File: src/hw/rtl/mfs_pkg.sv
// Shared types, constants and helpers for the marker-framed field splitter.
// Used by mfs_parser, mfs_result_queue and marker_framed_field_splitter_unit.
`timescale 1ns / 1ps

package mfs_pkg;

  // Marker and field limits
  localparam int MARKER_BYTES = 4;
  localparam int MAX_FIELDS   = 16;
  localparam int MARKER_W     = MARKER_BYTES * 8;
  localparam int COUNT_W      = $clog2(MARKER_BYTES + 1);
  localparam int FIELD_CNT_W  = $clog2(MAX_FIELDS + 1);

  // Fixed field widths of the ports
  localparam int LEN_W        = 3;
  localparam int FIELD_NUM_W  = 4;
  localparam int TOTAL_W      = 5;
  localparam int TICK_W       = 16;

  // Result queue
  localparam int QUEUE_DEPTH  = 4;
  localparam int QCOUNT_W     = $clog2(QUEUE_DEPTH + 1);

  // Configuration port
  localparam int PADDR_W      = 5;
  localparam int PDATA_W      = 32;

  // Register reset values
  localparam logic [31:0]       START_MARKER_RST  = 32'd0;
  localparam logic [LEN_W-1:0]  START_LENGTH_RST  = 3'd1;
  localparam logic [31:0]       END_MARKER_RST    = 32'd0;
  localparam logic [LEN_W-1:0]  END_LENGTH_RST    = 3'd1;
  localparam logic [7:0]        SEPARATOR_RST     = 8'd44;
  localparam logic [TICK_W-1:0] IDLE_LIMIT_RST    = 16'd100;
  localparam logic [TICK_W-1:0] FLUSH_PERIOD_RST  = 16'd2500;
  localparam logic [TICK_W-1:0] TICK_MAX          = {TICK_W{1'b1}};

  // Register indexes (byte address = 4 * index)
  typedef enum logic [2:0] {
    REG_START_MARKER = 3'd0,
    REG_START_LENGTH = 3'd1,
    REG_END_MARKER   = 3'd2,
    REG_END_LENGTH   = 3'd3,
    REG_SEPARATOR    = 3'd4,
    REG_IDLE_LIMIT   = 3'd5,
    REG_FLUSH_PERIOD = 3'd6,
    REG_NONE         = 3'd7
  } reg_idx_t;

  // Input operation codes
  typedef enum logic {
    OP_BYTE = 1'b0,
    OP_TICK = 1'b1
  } op_t;

  // Result kinds
  typedef enum logic [1:0] {
    KIND_DATA      = 2'd0,
    KIND_FIELD_END = 2'd1,
    KIND_FRAME_END = 2'd2,
    KIND_ABORT     = 2'd3
  } kind_t;

  typedef struct packed {
    kind_t                  kind;
    logic [FIELD_NUM_W-1:0] field_number;
    logic [7:0]             out_byte;
    logic [TOTAL_W-1:0]     fields_total;
    logic                   last;
  } result_t;

  // Up to two results per accepted transaction
  typedef struct packed {
    logic [1:0] count;
    result_t    res0;
    result_t    res1;
  } step_t;

  typedef struct packed {
    logic [31:0]       start_marker;
    logic [LEN_W-1:0]  start_length;
    logic [31:0]       end_marker;
    logic [LEN_W-1:0]  end_length;
    logic [7:0]        separator_byte;
    logic [TICK_W-1:0] idle_limit;
    logic [TICK_W-1:0] flush_period;
  } cfg_t;

  // Lengths above the marker size act as the full marker
  function automatic logic [COUNT_W-1:0] clamp_len(input logic [LEN_W-1:0] n);
    logic [COUNT_W-1:0] r;
    if (int'(n) > MARKER_BYTES) r = COUNT_W'(MARKER_BYTES);
    else                        r = COUNT_W'(n);
    return r;
  endfunction

  // Mask covering the low n bytes of the marker window
  function automatic logic [MARKER_W-1:0] byte_mask(input logic [COUNT_W-1:0] n);
    logic [MARKER_W-1:0] m;
    m = '0;
    for (int i = 0; i < MARKER_BYTES; i++) begin
      if (i < int'(n)) m[8*i +: 8] = 8'hFF;
    end
    return m;
  endfunction

  function automatic result_t mk_result(input kind_t k, input logic [FIELD_CNT_W-1:0] fld,
                                        input logic [7:0] b,
                                        input logic [FIELD_CNT_W-1:0] tot);
    result_t r;
    r.kind         = k;
    r.field_number = FIELD_NUM_W'(fld);
    r.out_byte     = b;
    r.fields_total = TOTAL_W'(tot);
    r.last         = 1'b0;
    return r;
  endfunction

endpackage

File: src/hw/rtl/mfs_parser.sv
// Frame parser: hunting, body delay line, field split, idle and flush timers.
// Depends on mfs_pkg; emits up to two results per accepted transaction.
`timescale 1ns / 1ps

module mfs_parser
  import mfs_pkg::*;
(
  input  logic       clk,
  input  logic       rst_n,
  input  logic       accept,
  input  logic       op,
  input  logic [7:0] rx_byte,
  input  cfg_t       cfg,
  output step_t      step
);

  logic                   in_frame_r, in_frame_nxt;
  logic [MARKER_W-1:0]    recent_r, recent_nxt;
  logic [COUNT_W-1:0]     count_r, count_nxt;
  logic [FIELD_CNT_W-1:0] field_r, field_nxt;
  logic [TICK_W-1:0]      idle_r, idle_nxt;
  logic [TICK_W-1:0]      flush_r, flush_nxt;

  logic [COUNT_W-1:0]     sl, el, hold, cnt_inc;
  logic [MARKER_W-1:0]    cand;
  logic [7:0]             old_byte;
  logic                   start_hit, end_hit;

  // Shifted window and the byte that leaves the delay line
  always_comb begin
    sl       = clamp_len(cfg.start_length);
    el       = clamp_len(cfg.end_length);
    hold     = (el == '0) ? '0 : el - COUNT_W'(1);
    cand     = (recent_r << 8) | MARKER_W'(rx_byte);
    cnt_inc  = count_r + COUNT_W'(1);
    old_byte = '0;
    for (int i = 0; i < MARKER_BYTES; i++) begin
      if (int'(count_r) == i) old_byte = cand[8*i +: 8];
    end
  end

  // Next state and results
  always_comb begin
    in_frame_nxt = in_frame_r;
    recent_nxt   = recent_r;
    count_nxt    = count_r;
    field_nxt    = field_r;
    idle_nxt     = idle_r;
    flush_nxt    = flush_r;
    start_hit    = 1'b0;
    end_hit      = 1'b0;
    step.count   = 2'd0;
    step.res0    = mk_result(KIND_DATA, '0, '0, '0);
    step.res1    = mk_result(KIND_DATA, '0, '0, '0);

    if (op == OP_TICK) begin
      idle_nxt  = (idle_r  != TICK_MAX) ? idle_r  + TICK_W'(1) : idle_r;
      flush_nxt = (flush_r != TICK_MAX) ? flush_r + TICK_W'(1) : flush_r;
      if (flush_nxt > cfg.flush_period) begin
        // flush: drop everything, report only if a frame was open
        if (in_frame_r) begin
          step.count = 2'd1;
          step.res0  = mk_result(KIND_ABORT, '0, '0, '0);
        end
        in_frame_nxt = 1'b0;
        field_nxt    = '0;
        recent_nxt   = '0;
        count_nxt    = '0;
        flush_nxt    = '0;
      end else if (in_frame_r && el == '0 && idle_nxt > cfg.idle_limit) begin
        end_hit = 1'b1;
      end
    end else begin
      idle_nxt = '0;
      if (!in_frame_r) begin
        // hunting for the start marker
        recent_nxt = cand;
        count_nxt  = (int'(count_r) < MARKER_BYTES) ? cnt_inc : count_r;
        start_hit  = (sl == '0) ||
                     (count_nxt >= sl &&
                      (cand & byte_mask(sl)) == (MARKER_W'(cfg.start_marker) & byte_mask(sl)));
        if (start_hit) begin
          in_frame_nxt = 1'b1;
          field_nxt    = '0;
          recent_nxt   = '0;
          count_nxt    = '0;
        end
      end else if (el != '0 && cnt_inc >= el &&
                   (cand & byte_mask(el)) == (MARKER_W'(cfg.end_marker) & byte_mask(el))) begin
        end_hit = 1'b1;
      end else if (count_r >= hold) begin
        // oldest held byte leaves the delay line
        recent_nxt = cand & byte_mask(count_r);
        if (int'(field_r) < MAX_FIELDS) begin
          step.count = 2'd1;
          if (old_byte == cfg.separator_byte) begin
            step.res0 = mk_result(KIND_FIELD_END, field_r, '0, '0);
            field_nxt = field_r + FIELD_CNT_W'(1);
          end else begin
            step.res0 = mk_result(KIND_DATA, field_r, old_byte, '0);
          end
        end
      end else begin
        recent_nxt = cand;
        count_nxt  = cnt_inc;
      end
    end

    // frame end: close the open field if room, then report the count
    if (end_hit) begin
      if (int'(field_r) < MAX_FIELDS) begin
        step.count = 2'd2;
        step.res0  = mk_result(KIND_FIELD_END, field_r, '0, '0);
        step.res1  = mk_result(KIND_FRAME_END, '0, '0, field_r + FIELD_CNT_W'(1));
      end else begin
        step.count = 2'd1;
        step.res0  = mk_result(KIND_FRAME_END, '0, '0, field_r);
      end
      in_frame_nxt = 1'b0;
      field_nxt    = '0;
      recent_nxt   = '0;
      count_nxt    = '0;
    end

    if (step.count == 2'd1) step.res0.last = 1'b1;
    if (step.count == 2'd2) step.res1.last = 1'b1;
  end

  // State registers, updated per accepted transaction
  always_ff @(posedge clk) begin
    if (!rst_n) begin
      in_frame_r <= 1'b0;
      recent_r   <= '0;
      count_r    <= '0;
      field_r    <= '0;
      idle_r     <= '0;
      flush_r    <= '0;
    end else if (accept) begin
      in_frame_r <= in_frame_nxt;
      recent_r   <= recent_nxt;
      count_r    <= count_nxt;
      field_r    <= field_nxt;
      idle_r     <= idle_nxt;
      flush_r    <= flush_nxt;
    end
  end

endmodule

File: src/hw/rtl/mfs_result_queue.sv
// Result queue: shifting register queue, two pushes and one pop per cycle.
// Depends on mfs_pkg; the head entry drives the result channel directly.
`timescale 1ns / 1ps

module mfs_result_queue
  import mfs_pkg::*;
(
  input  logic                clk,
  input  logic                rst_n,
  input  logic                push,
  input  step_t               step,
  input  logic                pop,
  output result_t             head,
  output logic [QCOUNT_W-1:0] count
);

  result_t             q_r   [QUEUE_DEPTH];
  result_t             q_nxt [QUEUE_DEPTH];
  logic [QCOUNT_W-1:0] count_r, count_nxt, base;
  logic [1:0]          n_push;

  // Entry selection: shift on pop, append new results behind survivors
  always_comb begin
    n_push    = push ? step.count : 2'd0;
    base      = count_r - QCOUNT_W'(pop);
    count_nxt = base + QCOUNT_W'(n_push);
    for (int i = 0; i < QUEUE_DEPTH; i++) begin
      q_nxt[i] = q_r[i];
      if (i < int'(base)) begin
        if (pop && i + 1 < QUEUE_DEPTH) q_nxt[i] = q_r[(i + 1) % QUEUE_DEPTH];
      end else if (i == int'(base) && n_push != 2'd0) begin
        q_nxt[i] = step.res0;
      end else if (i == int'(base) + 1 && n_push == 2'd2) begin
        q_nxt[i] = step.res1;
      end
    end
  end

  always_ff @(posedge clk) begin
    for (int i = 0; i < QUEUE_DEPTH; i++) begin
      q_r[i] <= q_nxt[i];
    end
  end

  always_ff @(posedge clk) begin
    if (!rst_n) begin
      count_r <= '0;
    end else begin
      count_r <= count_nxt;
    end
  end

  assign head  = q_r[0];
  assign count = count_r;

endmodule

File: src/hw/rtl/marker_framed_field_splitter_unit.sv
// Top level of the marker-framed field splitter: config registers, parser, result queue.
// Depends on mfs_pkg, mfs_parser and mfs_result_queue.
//
//   channel | direction | handshake              | payload
//   --------+-----------+------------------------+-----------------------------------------
//   in_     | input     | in_valid / in_stall    | in_operation, in_rx_byte
//   out_    | output    | out_valid / out_stall  | out_kind, out_field_number, out_byte,
//           |           |                        | out_fields_total, out_last
//   config  | input     | APB, pready always 1   | paddr, pwdata, prdata
//
// A transaction is parsed in the cycle it is accepted; its zero to two results enter a
// four-entry queue whose registered head entry drives the out_ ports directly.
// One input transaction per cycle is taken while the queue holds two entries or fewer,
// so the rate is one per cycle as long as results drain; input is held off only by the queue.
// Reset (rst_n low, synchronous) restores register defaults, clears the parser state and
// empties the queue. A stall on the output side just holds the head entry.
`timescale 1ns / 1ps

module marker_framed_field_splitter_unit
  import mfs_pkg::*;
(
  input  logic                   clk,
  input  logic                   rst_n,
  // input channel
  input  logic                   in_valid,
  output logic                   in_stall,
  input  logic                   in_operation,
  input  logic [7:0]             in_rx_byte,
  // result channel
  output logic                   out_valid,
  input  logic                   out_stall,
  output logic [1:0]             out_kind,
  output logic [FIELD_NUM_W-1:0] out_field_number,
  output logic [7:0]             out_byte,
  output logic [TOTAL_W-1:0]     out_fields_total,
  output logic                   out_last,
  // configuration port
  input  logic                   psel,
  input  logic                   penable,
  input  logic                   pwrite,
  input  logic [PADDR_W-1:0]     paddr,
  input  logic [PDATA_W-1:0]     pwdata,
  output logic [PDATA_W-1:0]     prdata,
  output logic                   pready
);

  cfg_t                cfg_r;
  reg_idx_t            reg_idx;
  logic                wr_en, in_accept, pop;
  step_t               step;
  result_t             head;
  logic [QCOUNT_W-1:0] q_count;

  // Configuration registers
  assign pready  = 1'b1;
  assign wr_en   = psel & penable & pwrite & pready;
  assign reg_idx = reg_idx_t'(paddr[4:2]);

  always_ff @(posedge clk) begin
    if (!rst_n) begin
      cfg_r.start_marker   <= START_MARKER_RST;
      cfg_r.start_length   <= START_LENGTH_RST;
      cfg_r.end_marker     <= END_MARKER_RST;
      cfg_r.end_length     <= END_LENGTH_RST;
      cfg_r.separator_byte <= SEPARATOR_RST;
      cfg_r.idle_limit     <= IDLE_LIMIT_RST;
      cfg_r.flush_period   <= FLUSH_PERIOD_RST;
    end else if (wr_en) begin
      unique case (reg_idx)
        REG_START_MARKER: cfg_r.start_marker   <= pwdata;
        REG_START_LENGTH: cfg_r.start_length   <= pwdata[LEN_W-1:0];
        REG_END_MARKER:   cfg_r.end_marker     <= pwdata;
        REG_END_LENGTH:   cfg_r.end_length     <= pwdata[LEN_W-1:0];
        REG_SEPARATOR:    cfg_r.separator_byte <= pwdata[7:0];
        REG_IDLE_LIMIT:   cfg_r.idle_limit     <= pwdata[TICK_W-1:0];
        REG_FLUSH_PERIOD: cfg_r.flush_period   <= pwdata[TICK_W-1:0];
        REG_NONE:         ;
      endcase
    end
  end

  // Register read-back
  always_comb begin
    unique case (reg_idx)
      REG_START_MARKER: prdata = cfg_r.start_marker;
      REG_START_LENGTH: prdata = PDATA_W'(cfg_r.start_length);
      REG_END_MARKER:   prdata = cfg_r.end_marker;
      REG_END_LENGTH:   prdata = PDATA_W'(cfg_r.end_length);
      REG_SEPARATOR:    prdata = PDATA_W'(cfg_r.separator_byte);
      REG_IDLE_LIMIT:   prdata = PDATA_W'(cfg_r.idle_limit);
      REG_FLUSH_PERIOD: prdata = PDATA_W'(cfg_r.flush_period);
      REG_NONE:         prdata = '0;
    endcase
  end

  // Handshakes: hold input off unless the queue has room for two results
  assign in_stall  = (int'(q_count) > QUEUE_DEPTH - 2);
  assign in_accept = in_valid & ~in_stall;
  assign out_valid = (q_count != '0);
  assign pop       = out_valid & ~out_stall;

  mfs_parser u_parser (
    .clk     (clk),
    .rst_n   (rst_n),
    .accept  (in_accept),
    .op      (in_operation),
    .rx_byte (in_rx_byte),
    .cfg     (cfg_r),
    .step    (step)
  );

  mfs_result_queue u_queue (
    .clk   (clk),
    .rst_n (rst_n),
    .push  (in_accept),
    .step  (step),
    .pop   (pop),
    .head  (head),
    .count (q_count)
  );

  // Result payload from the queue head
  assign out_kind         = head.kind;
  assign out_field_number = head.field_number;
  assign out_byte         = head.out_byte;
  assign out_fields_total = head.fields_total;
  assign out_last         = head.last;

endmodule

File: config.mk
export PLATFORM = sky130hd
export DESIGN_NAME = marker_framed_field_splitter_unit
export DESIGN_NICKNAME = d
export VERILOG_FILES = /design/src/hw/rtl/mfs_pkg.sv /design/src/hw/rtl/mfs_parser.sv /design/src/hw/rtl/mfs_result_queue.sv /design/src/hw/rtl/marker_framed_field_splitter_unit.sv
export SDC_FILE = /design/constraint.sdc
export NUM_CORES = 1
export LEC_CHECK = 0
export BUFFER_PORTS_ARGS = -buffer_cell sky130_fd_sc_hd__buf_2
export CORE_ASPECT_RATIO = 0.8
export CORE_UTILIZATION = 65
export DETAILED_ROUTE_END_ITERATION = 10
export PLACE_DENSITY = 0.85
export RECOVER_POWER = 100
export SLEW_MARGIN = 20
export SYNTH_ARGS = -nofsm -noshare
export SYNTH_HDL_FRONTEND = slang
export SYNTH_SLANG_ARGS = --single-unit
File: constraint.sdc
create_clock -name clk -period 11.6 [get_ports clk]
set_input_delay 1.74 -clock clk [delete_from_list [all_inputs] [get_ports clk]]
set_output_delay 1.74 -clock clk [all_outputs]
set_load 0.005 [all_outputs]
After elaboration in Yosys (flattened, before gate mapping)
Memories as Yosys holds them, arrays and structs flattened.
Index checks and enable logic that the tools add are counted.
Storage, ports and cells
  register bits after elaboration: 178
  bits in writable memories: 80
  input bits: 53
  output and inout bits: 55
  memories: 1
Memory list
  u_queue.q_r: words 4, bits a word 20, rd ports 4, clocked after Yosys merged registers in 0, wr ports 4, RTL line mfs_result_queue.sv:17  | result_t q_r [QUEUE_DEPTH];
Operators by class
  $add $sub $neg: 8
  order comparisons: 25
  equality and inequality tests: 30
  mux-type cells: 114
  bitwise gates (word level): 12
  reductions and logical operators: 36
Operators by type and width (number)
  8-bit 2-to-1 mux: 43
  20-bit 2-to-1 mux: 16
  32-bit one-hot mux with 8 select lines: 1
  24-bit 2-to-1 mux: 7
  22-bit 2-to-1 mux: 6
  32-bit bitwise AND: 4
  3-bit by 32-bit == test with 1-bit output (first input constant): 2
  32-bit == test: 2
  16-bit 2-to-1 mux: 4
  5-bit 2-to-1 mux: 9
  21-bit 2-to-1 mux: 2
  42-bit 2-to-1 mux: 1
  3-bit 2-to-1 mux: 11
  16-bit by 1-bit adder with 16-bit output (second input constant): 2
  2-bit by 32-bit == test with 1-bit output (first input constant): 1
  16-bit greater-than comparator: 2
  32-bit zero test: 1
  16-bit != test (second input constant): 2
  32-bit by 8-bit OR with 32-bit output: 1
  24-bit bitwise AND: 1
  1-bit by 3-bit < comparator with 1-bit output (first input constant): 8
  2-bit by 3-bit < comparator with 1-bit output (first input constant): 7
  4-bit != test (second input constant): 5
  19-bit 2-to-1 mux: 1
  34 further kinds: 86

Depth between registers and ports, before layout
  word-level depth: 19
  depth in mapped cells: 23
  depth with buffers taken out: 20

Hierarchy
Synthesis repeated with hierarchy kept, for this count alone.
Unflattened totals
  cell total of the unflattened synthesis: 1831
  area, all modules: 15642.5 um^2
By module, submodules not included
  mfs_parser: instances 1, cells each 830, area each 6247.2 um^2, sequential area each 1301.2 um^2
  marker_framed_field_splitter_unit: instances 1, cells each 594, area each 4887.2 um^2, sequential area each 2202.1 um^2
  mfs_result_queue: instances 1, cells each 407, area each 4508.1 um^2, sequential area each 2462.4 um^2

Worst setup path after synthesis
Ideal clock, no wire load.
  kind: register -> register
  from: register, netlist name u_parser.flush_r[2]
  to: memory u_queue.q_r[2][0] (netlist bit), enable pin
  library setup time: 0.469 ns
  arrival: 6.255 ns
  path slack: 4.876 ns
  stages on the path, launching flop included: 18
  buffers on the path: 2
  path through: dfxtp_1 > clkbuf_1 > and4_1 > nand4_1 > nor2_1 > nand3_1 > nor4_1 > mux2_2 > ha_1 > nand4_1 > nor2_1 > a211o_1 > o31a_1 > nand3b_1 > a21oi_2 > buf_4 > nand3_1 > o311ai_0
RTL lines (RTL line)
  end: declaration: mfs_result_queue.sv:17

==> results.cfg <==
[power]
power_frac_clock_pct = 34.7
power_switching_mw = 0.703
p_per_area_nw_per_um2 = 150
p_leak_nw = 5.90
swShare_pct = 29.6
peakVddDrop_uv = 139
intPower_mw = 1.67
p_comb_share_pct = 21.5
power_frac_seq_pct = 43.9

[timing]
maxSlewHeadroom_pct = -194
rsz0062_at_grt = false
finalHoldViolCount = 0
skew_ns = 0.0109
worst_pin_slew_ns = 4.41
fmax_mhz = 140
period_share_pct = 61.5
fin_crit_ns = 7.13
fin_setup_tns_ns = 0
report.final.slew_viol_count = 189
setup_viol = 0

[cells_and_area]
antennaDiodeCount = 0
final_cells = 2044
area_growth_pct = 9.06
nets = 1835
drive_above_1_share_pct = 8.08
layout_commonest_cell = nand2_1
mostFrequentLayoutCells = 304 x nand2_1, 178 x dfxtp_1, 149 x a21oi_1, 96 x nor2_1, 80 x edfxtp_1

[floorplanning]
die_w_um = 169
num_rows = 48
core_area_sq_um = 21700
io_pins = 108
die_y_um = 136
start_util_pct = 66.7
dieArea_sq_um = 22900

[yosys]
synth_area_leaders = dfxtp_1 25%, edfxtp_1 17%, nand2_1 7.9%, a21oi_1 5.1%, ha_1 4.9%
synth.largest_area_cell = dfxtp_1
ys_async_sr_fraction_pct = 0
syn_inst = 1682
synth_cell_types = 89
yosys_warnings = 0
synth-edff-count = 80
synth_top_area_share_pct = 24.6
avgSynthCellArea_sq_um = 8.62
synth_area_sq_um = 14500
synth_fp_nets = 1793
yosysSeqAreaShare_pct = 41.1
synth_top_flop_cell = dfxtp_1
synth.ff_latch_count = 258

[clocking]
clockBufferDepth = 3
cts_resized = 0
cts-root-buf = clkbuf_16
post_cts_buffers = 0
cts_tree = yes
hold_buffers = 0
cts_num_sinks = 258
h-tree-depth = 1
clk_pin_slew_ns = 0.06
clk_latency_ns = 0.54
cts_made_buffers = 26

[setup_path]
r2r_cells = 16
end_kind = flip-flop
reg2reg_from = u_parser.flush_r[2]$_SDFFE_PN0P_
cp.arrival_ns = 7.26
worstPathRequired_ns = 11.73
cp-startpoint = u_parser.flush_r[2]$_SDFFE_PN0P_
cp_max_fo = 25
timing_worst_setup_path_type = reg -> reg
start_kind = flip-flop

[detailed_routing]
detail-route-antenna-nets = 0
drtPass1Iterations = 8
vias = 13000
vias_per_cell = 6.38
finalWirelength_mm = 39.2
drc = 0
wl_per_cell_um = 19.2
drtIter0Drc = 1672

[hold_path]
min_path_type = reg -> reg
hold_depth = 2
hold_start = u_parser.flush_r[9]$_SDFFE_PN0P_

[run_status]
violations = max-capacitance violations, max-slew violations
status = complete, but fails checks

[place]
routabilityCongestion = 0.978
placed_cells = 1996
port_buffers = 104
place_hpwl_mm = 28.4

[global_routing]
grt_pass1_vias = 12200
grt_usage_pct = 34.4
antenna_found_initial = 0
grt_max_degree = 97
grt-ovfl-total = 0
grt_pass1_wl_mm = 63.1

[run]
cap_violations = 4
[sequential cells by signal, summed over array words and instances, names as in the netlist]
name                 flops
u_parser.idle_r         16
u_parser.count_r         3
u_queue.count            3
u_parser.field_r         5
u_queue.q_r             80
cfg_r                  110
u_parser.recent_r       24
u_parser.flush_r        16
u_parser.in_frame_r      1
[logic make-up (layout without fill, tap and decap cells)]
group	Yosys count	count (layout)	share of synthesized area, %
other	1	1	0.0259
muxes	55	55	3.98
adders and majority gates	58	58	5.06
AOI/OAI and AO/OA	425	425	19.5
xor gates and xnor gates	93	93	5.62
DFF	258	258	41.1
buffers and inverters	177	239	4.86
and+or+nand+nor	615	615	19.8
[per-stage QoR]
stage               hold slack (ns)  power, mW  area, sq um  utilization, %  worst slack, ns
floorplan                     0.432       1.44        14500               -             4.88
global placement              0.442       1.55        15100            69.4             5.51
detailed placement            0.443       1.57        15100            69.4             5.41
CTS                           0.451       2.38        15900            73.2             5.35
global route                  0.464       2.47        15800            72.7             3.83
finish                        0.451       2.38        15800            72.7             4.47
[final timing paths]
path	endpoint	slack, ns
min reg2reg	u_parser.flush_r[9]$_SDFFE_PN0P_	0.45
min	u_parser.flush_r[9]$_SDFFE_PN0P_	0.45
max reg2reg	u_queue.q_r[3][7]$_SDFFCE_PP0P_	4.47
max	u_queue.q_r[3][7]$_SDFFCE_PP0P_	4.47
[layer usage]
layer	vias to the layer above	GRT usage (%)	routed length [um]
met5	-	0	0
met4	0	8.71	877
met3	76	5.43	3850
met2	660	55.3	17800
met1	6204	48.6	16700
li1	6101	-	-
[final cells by class]
class / count / area [sq um]
clock buffers: 42 / 805
flip-flops and latches: 258 / 5970
fillers: 1668 / 5930
multi-input cells: 1247 / 7810
inverters: 75 / 283
clock inverters: 6 / 32.5
well taps: 300 / 375
repair buffers: 116 / 542
[critical path, stage by stage, from the launching register on]
cell	delay [ns]
dfxtp_1	0.51
and4_1	0.29
nand4_1	0.17
nor2_1	0.35
nand3_1	0.18
nor4_1	0.32
mux2_1	0.38
ha_1	0.32
nand4_1	0.20
nor4_1	0.46
nand4_1	0.19
o31a_1	0.35
nand3b_1	0.33
a21oi_1	0.21
clkbuf_1	0.88
nand4_1	0.18
a21oi_1	1.38
[cell usage after synthesis, types with 7 or more instances]
| master | n |
|---|---|
| a21o_1 | 7 |
| a21oi_1 | 148 |
| a22o_1 | 72 |
| a22oi_1 | 36 |
| a31oi_1 | 9 |
| and2_1 | 14 |
| and3_1 | 15 |
| buf_2 | 7 |
| clkbuf_1 | 87 |
| dfxtp_1 | 178 |
| edfxtp_1 | 80 |
| ha_1 | 57 |
| inv_1 | 72 |
| mux2_2 | 11 |
| mux2i_1 | 43 |
| nand2_1 | 306 |
| nand2b_1 | 12 |
| nand3_1 | 44 |
| nand4_1 | 34 |
| nor2_1 | 94 |
| nor2b_1 | 13 |
| nor3_1 | 24 |
| nor4_1 | 13 |
| o211ai_1 | 15 |
| o21ai_0 | 61 |
| o22ai_1 | 18 |
| or3_1 | 10 |
| xnor2_1 | 41 |
| xor2_1 | 52 |
[power groups by stage]
stage / Clock [mW] / Combinational, mW / Sequential [mW]
2_1_floorplan: 0 / 0.381 / 1.05
3_3_place_gp: 0 / 0.490 / 1.06
3_5_place_dp: 0 / 0.509 / 1.06
4_1_cts: 0.827 / 0.511 / 1.04
5_1_grt: 0.862 / 0.561 / 1.04
6_report: 0.823 / 0.510 / 1.04
Power figures use the tool's default switching activity.
